`src/hdl/cswrs_pkg.sv`:
```
// Shared types and constants of the CSR segment weighted row sum block.
// Used by cswrs_mac and csr_segment_weighted_row_sum; depends on nothing.
`default_nettype none

package cswrs_pkg;

  // Field widths fixed by the interface
  localparam int KIND_W    = 2;
  localparam int ROW_W     = 6;
  localparam int COL_W     = 6;
  localparam int VAL_W     = 16;
  localparam int ENT_IDX_W = 8;
  localparam int SEG_W     = 7;
  localparam int PTR_W     = 9;
  localparam int CNT_W     = 7;
  localparam int PROD_W    = 2 * VAL_W;
  localparam int ACC_W     = 40;

  // Configuration register indexes
  localparam int CFG_IDX_W = 1;
  localparam logic [CFG_IDX_W-1:0] CFG_COL_COUNT = 1'd0;
  localparam logic [CFG_IDX_W-1:0] CFG_SEG_COUNT = 1'd1;

  localparam logic [CNT_W-1:0] COL_COUNT_RST = 7'd64;
  localparam logic [CNT_W-1:0] SEG_COUNT_RST = 7'd0;

  typedef enum logic [KIND_W-1:0] {
    KIND_DENSE   = 2'd0,
    KIND_ENTRY   = 2'd1,
    KIND_POINTER = 2'd2,
    KIND_COMPUTE = 2'd3
  } kind_e;

  // One word of the entry memory: referenced dense row and its weight
  typedef struct packed {
    logic [ROW_W-1:0]        row;
    logic signed [VAL_W-1:0] coef;
  } ent_word_t;

  // Control from the sequencer to the multiply-accumulate unit
  typedef struct packed {
    logic clear;  // zero the accumulator
    logic load;   // operands valid, form a product
  } mac_ctrl_t;

endpackage

`default_nettype wire

```
`src/hdl/cswrs_mac.sv`:
```
// Multiply-accumulate unit: registered Q8.8 x Q8.8 product, then a 40-bit
// wrapping accumulator. Depends on cswrs_pkg.
`default_nettype none

module cswrs_mac (
  input  logic                                clk_i,
  input  logic                                rst_ni,
  input  cswrs_pkg::mac_ctrl_t                ctrl_i,
  input  logic signed [cswrs_pkg::VAL_W-1:0]  coef_i,
  input  logic signed [cswrs_pkg::VAL_W-1:0]  elem_i,
  output logic signed [cswrs_pkg::ACC_W-1:0]  acc_o,
  output logic                                busy_o
);
  import cswrs_pkg::*;

  logic signed [PROD_W-1:0] prod_q;
  logic                     prod_vld_q;
  logic signed [ACC_W-1:0]  acc_q, acc_d;

  always_ff @(posedge clk_i) begin
    if (ctrl_i.load) begin
      prod_q <= coef_i * elem_i;
    end
  end

  always_comb begin
    acc_d = acc_q;
    if (ctrl_i.clear) begin
      acc_d = '0;
    end else if (prod_vld_q) begin
      acc_d = acc_q + {{(ACC_W - PROD_W){prod_q[PROD_W-1]}}, prod_q};
    end
  end

  always_ff @(posedge clk_i or negedge rst_ni) begin
    if (!rst_ni) begin
      prod_vld_q <= 1'b0;
      acc_q      <= '0;
    end else begin
      prod_vld_q <= ctrl_i.load;
      acc_q      <= acc_d;
    end
  end

  assign acc_o  = acc_q;
  assign busy_o = prod_vld_q;

endmodule

`default_nettype wire

```
`config.mk`:
```
export PLATFORM = sky130hd
export DESIGN_NAME = cswrs_mac
export DESIGN_NICKNAME = d
export VERILOG_FILES = /design/src/hdl/cswrs_pkg.sv /design/src/hdl/cswrs_mac.sv
export SDC_FILE = /design/constraint.sdc
export NUM_CORES = 1
export LEC_CHECK = 0
export ABC_AREA = 1
export BUFFER_PORTS_ARGS = -buffer_cell sky130_fd_sc_hd__buf_4
export CORE_UTILIZATION = 70
export DETAILED_ROUTE_END_ITERATION = 16
export PLACE_DENSITY = 0.89
export SETUP_SLACK_MARGIN = 0.4
export SYNTH_ARGS = -nofsm -noshare
export SYNTH_HDL_FRONTEND = slang
export SYNTH_SLANG_ARGS = --single-unit
```
`constraint.sdc`:
```
create_clock -name clk_i -period 4.54 [get_ports clk_i]
set_input_delay 0 -clock clk_i [delete_from_list [all_inputs] [get_ports clk_i]]
set_output_delay 0 -clock clk_i [all_outputs]
set_load 0.01 [all_outputs]
```
==> results of run 1 <==
through the flow:
step | utilization [%] | setup TNS, ps
after global placement | 80.81 | -8076
after CTS | 87.31 | -1562
after floorplan | - | -2861
after detailed placement | 80.81 | -11760
synthesized netlist by cell type (all sizes together):
cell type  count  area [sq um]
a211oi         1         7.510
a21boi         2         15.02
a21o           4         30.03
a21oi         62         310.3
a22o           3         26.28
a31oi          3         18.77
a32o           1         10.01
and2           4         25.02
and3           1         6.260
buf            1         3.750
clkbuf        65         244.0
clkinv         1         3.750
dfrtp         41          1026
edfxtp        32         960.9
fa           263          5265
ha           121          1514
inv          588          2207
nand2        713          2684
nand3         73         390.4
nand3b        10         75.07
nand4         16         100.1
nor2         135         529.3
nor3          10         61.31
nor4           1         6.260
o211ai         2         20.02
o21ai         43         234.0
o21bai         8         60.06
or2            7         43.80
xnor2         10         87.58
xor2          21         183.9
what timing repair did:
action | CTS
setup endpoints to repair | 24
setup buffers | 34
resized for setup | 223
pin swaps | 87
hold buffers | 1
endpoints found under the hold margin | 41
gates cloned | 1
kinds of logic after synthesis:
group | count (synthesis)
flip-flops | 73
XOR/XNOR | 31
AO/OA/AOI/OAI | 129
AND/OR/NAND/NOR | 970
adder cells (fa/ha/maj) | 384
buffers and inverters | 655
routing by layer:
metal | GRT overflow | track usage (%)
met5 | 0 | 22.36
met4 | 5 | 71.67
met3 | 0 | 56.40
met2 | 5 | 92.62
met1 | 0 | 75.22
==> impl_metrics.toml, run 1 <==
[run_status]
status = "aborted with a tool error"
lastStage = "global routing (5_1_grt)"
error = "[ERROR GRT-0116] Global routing finished with congestion. Check the congestion regions in the DRC Viewer."

[grt]
track_usage_pct = 74.01
grt_pass1_wl_um = 126200
grt_max_degree = 42
grt_pass1_vias = 20400
grt.overflow.total = 10

[floorplanning]
rows = 55
die-width_um = 153.9
die_y_um = 153.9
io_pins = 77
initial_core_util_pct = 71.33

[placed_design]
dp.cells = 2662
dpl-instance-area_sq_um = 18300
port-buffer-count = 76
hpwl_um = 41200
place.gp.congestion = 0.9951
dp_slack_ps = -802.3

[synth]
netlist_area_sq_um = 16150
yosys.area_share.adder_pct = 41.98
yosysSeqAreaShare_pct = 12.30
netlist_instances = 2242
avgSynthCellArea_sq_um = 7.203
synthesis.nets = 2662
synth_top_family_by_area = "adder cells"
synth_compound_area_share_pct = 4.532
ys_warn_count = 0
synth_cell_types = 40
synth_xor_area_share_pct = 1.681
muxShareOfSynthArea_pct = 0
synth_seq_cells = 73
synthSimpleGateAreaFrac_pct = 24.28

[cts]
numCtsBuffers = 9
cts_num_sinks = 73
root_buffer = "clkbuf_16"
cts_max_level = 3
max-clock-path-buffers = 2
==> run 2, diff against run 1 <==
--- a/config.mk
+++ b/config.mk
@@ -7,10 +7,9 @@
 export LEC_CHECK = 0
 export ABC_AREA = 1
 export BUFFER_PORTS_ARGS = -buffer_cell sky130_fd_sc_hd__buf_4
-export CORE_UTILIZATION = 70
+export CORE_UTILIZATION = 40
 export DETAILED_ROUTE_END_ITERATION = 16
-export PLACE_DENSITY = 0.89
-export SETUP_SLACK_MARGIN = 0.4
+export PLACE_DENSITY_LB_ADDON = 0.15
 export SYNTH_ARGS = -nofsm -noshare
 export SYNTH_HDL_FRONTEND = slang
 export SYNTH_SLANG_ARGS = --single-unit
==> run 2 against run 1 <==
Effect of this change:
- synthesized cell count stayed put
- the flow now finishes, with violations (setup timing)
- synthesized area stayed put
==> impl_metrics.toml, run 2 <==
[run_status]
violations = "setup timing"
status = "finished with violations"

[min_path]
whs_path_depth = 1
hold_path_end = "busy_o"
min_path_type = "in2reg"
hp-start = "ctrl_i[0]"

[floorplanning]
die-width_um = 202.9
io_pins = 77
initial_core_util_pct = 40.65
die_y_um = 202.9
dieArea_sq_um = 41180
rows = 73
core-area_sq_um = 39730

[detailed_routing]
drt_iter0_markers = 763
drt-total-wl_um = 46630
post-route-drc-count = 0
wire_per_inst_um = 15.62
num_vias = 14170
via_per_inst = 4.746
dr.pass1.iters = 5
antenna_left = 0

[timing]
final.setup.tns_ps = -736.4
finalSetupViolations = 8
worst_pin_slew_ps = 592.5
rsz0062_at_grt = "true"
final.setup_skew_ps = 14.34
maxSlewHeadroom_pct = 60.50
finalCritPeriodShare_pct = 103.6
hold_viol = 0
fin_crit_ps = 4702
slew_violations = 0
clock.fmax_ghz = 0.2127
finalWorstSetupSlack_ps = -162.3

[grt]
grt_pass1_vias = 15230
track_usage_pct = 23.71
grt_max_degree = 42
use_met2_pct = 42.86
met3_usage_pct = 1.942
grt_most_used_layer = "met2"
grt.overflow.total = 0
grt_pass1_wl_um = 77160
antenna_found_initial = 0
use_met1_pct = 31.18

[cts]
root_buffer = "clkbuf_16"
cts_max_level = 3
clk-insertion-delay-late_ps = 350
cts_num_sinks = 73
clkSlewWorstSetupHoldPaths_ps = 70
cts_tree = "yes"
numCtsBuffers = 9
max-clock-path-buffers = 2

[synth]
yosysTopAreaCell = "fa_1"
synth_top_flop_cell = "dfrtp_1"
netlist_area_sq_um = 16150
synthesis.nets = 2662
yosys-top-cells-count = "nand2_1, inv_1, fa_1"
synth-async-reset-ratio_pct = 56.16
yosysSeqAreaShare_pct = 12.30
yosysMostFrequentCell = "nand2_1"
synth_seq_cells = 73
ys_warn_count = 0
synthTopCellsByArea = "fa_1, nand2_1, inv_1"
synth_edf_count = 32
netlist.area_leader.share_pct = 32.60
synth_cell_types = 40
avgSynthCellArea_sq_um = 7.203
netlist_instances = 2242

[critical_path]
path_cells = "buf_12 > buf_12 > nand2_2 > inv_2 > buf_4 > fa_1 > inv_1 > fa_1 > inv_1 > fa_1 > fa_1 > fa_1 > fa_1 > ha_4 > buf_6 > nand2_4 > nor3_4 > inv_2 > o211ai_1 > a21oi_4 > nand3_2 > nand2_1"
worstSetupStartpointType = "input port"
cp_common_cell = "fa_1"
reg2reg_from = "prod_q[31]"
worstPathMaxFanout = 8
r2r_cells = 10
slowest_delay_ps = 570
arrival_ps = 4810
reg2reg_to = "acc_o[33]"
path_class = "in2reg"
path_buf_inv = 8
crit_required_ps = 4640
critPathLaunch = "coef_i[15]"
cp_top_family = "adder cells"
r2r_slack_ps = 1990
crit_path_end_kind = "flip-flop"
crit_path_top_delay_cell = "fa_1"

[final_layout]
seq_area_sq_um = 1987
final_common_cell = "nand2_1"
area_delta_synth_final_pct = 26.45
n_antenna_cell = 0
drive_above_1_share_pct = 21.86
fillers = 3883
multi_input_area_sq_um = 12840
largest_reg_flops = 40
final_cell_mix = "nand2_1, inv_1, fa_1, buf_4, ha_1"
nets = 2876

[flow_run]
maxCapViolCount = 0

[placed_design]
hpwl_um = 39630
port-buffer-count = 76
place.gp.congestion = 0.9249
[run 2: cell counts after synthesis]
Identical to the previous run, type by type.
[run 2: worst max path at each step]
| stage | depth (start not counted) | to |
|---|---|---|
| final | 22 | prod_q[30] |
| after global routing | 20 | prod_q[30] |
| after CTS | 21 | prod_q[22] |
| after detailed placement | 23 | prod_q[27] |
| after global placement | 23 | prod_q[27] |
| after floorplan | 20 | prod_q[31] |
[run 2: cell families (layout without fill, tap and decap cells)]
kind of cell	count (synthesis)	in the layout	synth area share [%]
and+or+nand+nor	970	970	24.28
buffers and inverters	655	874	15.22
adders and majority gates	384	384	41.98
AOI/OAI and AO/OA	129	129	4.533
DFF	73	73	12.30
xor gates and xnor gates	31	31	1.681
[run 2: routing by layer]
layer	vias to the layer above	wire [um]
met5	-	0
met4	0	600
met3	34	1710
met2	260	23280
met1	6909	21040
li1	6970	-
[run 2: repair_timing]
item	in CTS	in global routing
resized for setup	132	159
buffers inserted	17	19
endpoints found under the setup margin	21	21
cloned	0	3
hold endpoints to repair	41	0
hold buffers	1	0
pin swaps	54	104
[run 2: layout make-up]
| cell class | instances | area share (%) |
|---|---|---|
| Tap cell | 525 | 3.217 |
| Clock buffer | 10 | 1.121 |
| Inverter | 589 | 10.85 |
| Timing Repair Buffer | 269 | 11.96 |
| Sequential cell | 73 | 9.730 |
| Multi-Input combinational cell | 1514 | 62.90 |
| Clock inverter | 6 | 0.2206 |
[run 2: stage by stage]
step                      hold WS, ps  setup WS (ps)  utilization [%]  instance area, sq um  cells
after floorplan                -295.6         -312.3                -                 16880   2242
after detailed placement        38.80         -755.9            47.24                 18770   2932
after global placement          35.20         -742.8            47.24                 18770   2932
after global routing            61.21         -287.9            51.40                 20420   2986
final                           53.92         -162.3            51.40                 20420   2986
after CTS                       59.07         -143.4            49.55                 19690   2965
Power of run 2 is not shown: default switching activity piles up to over one toggle a cycle in this logic, so the estimate is an artifact.
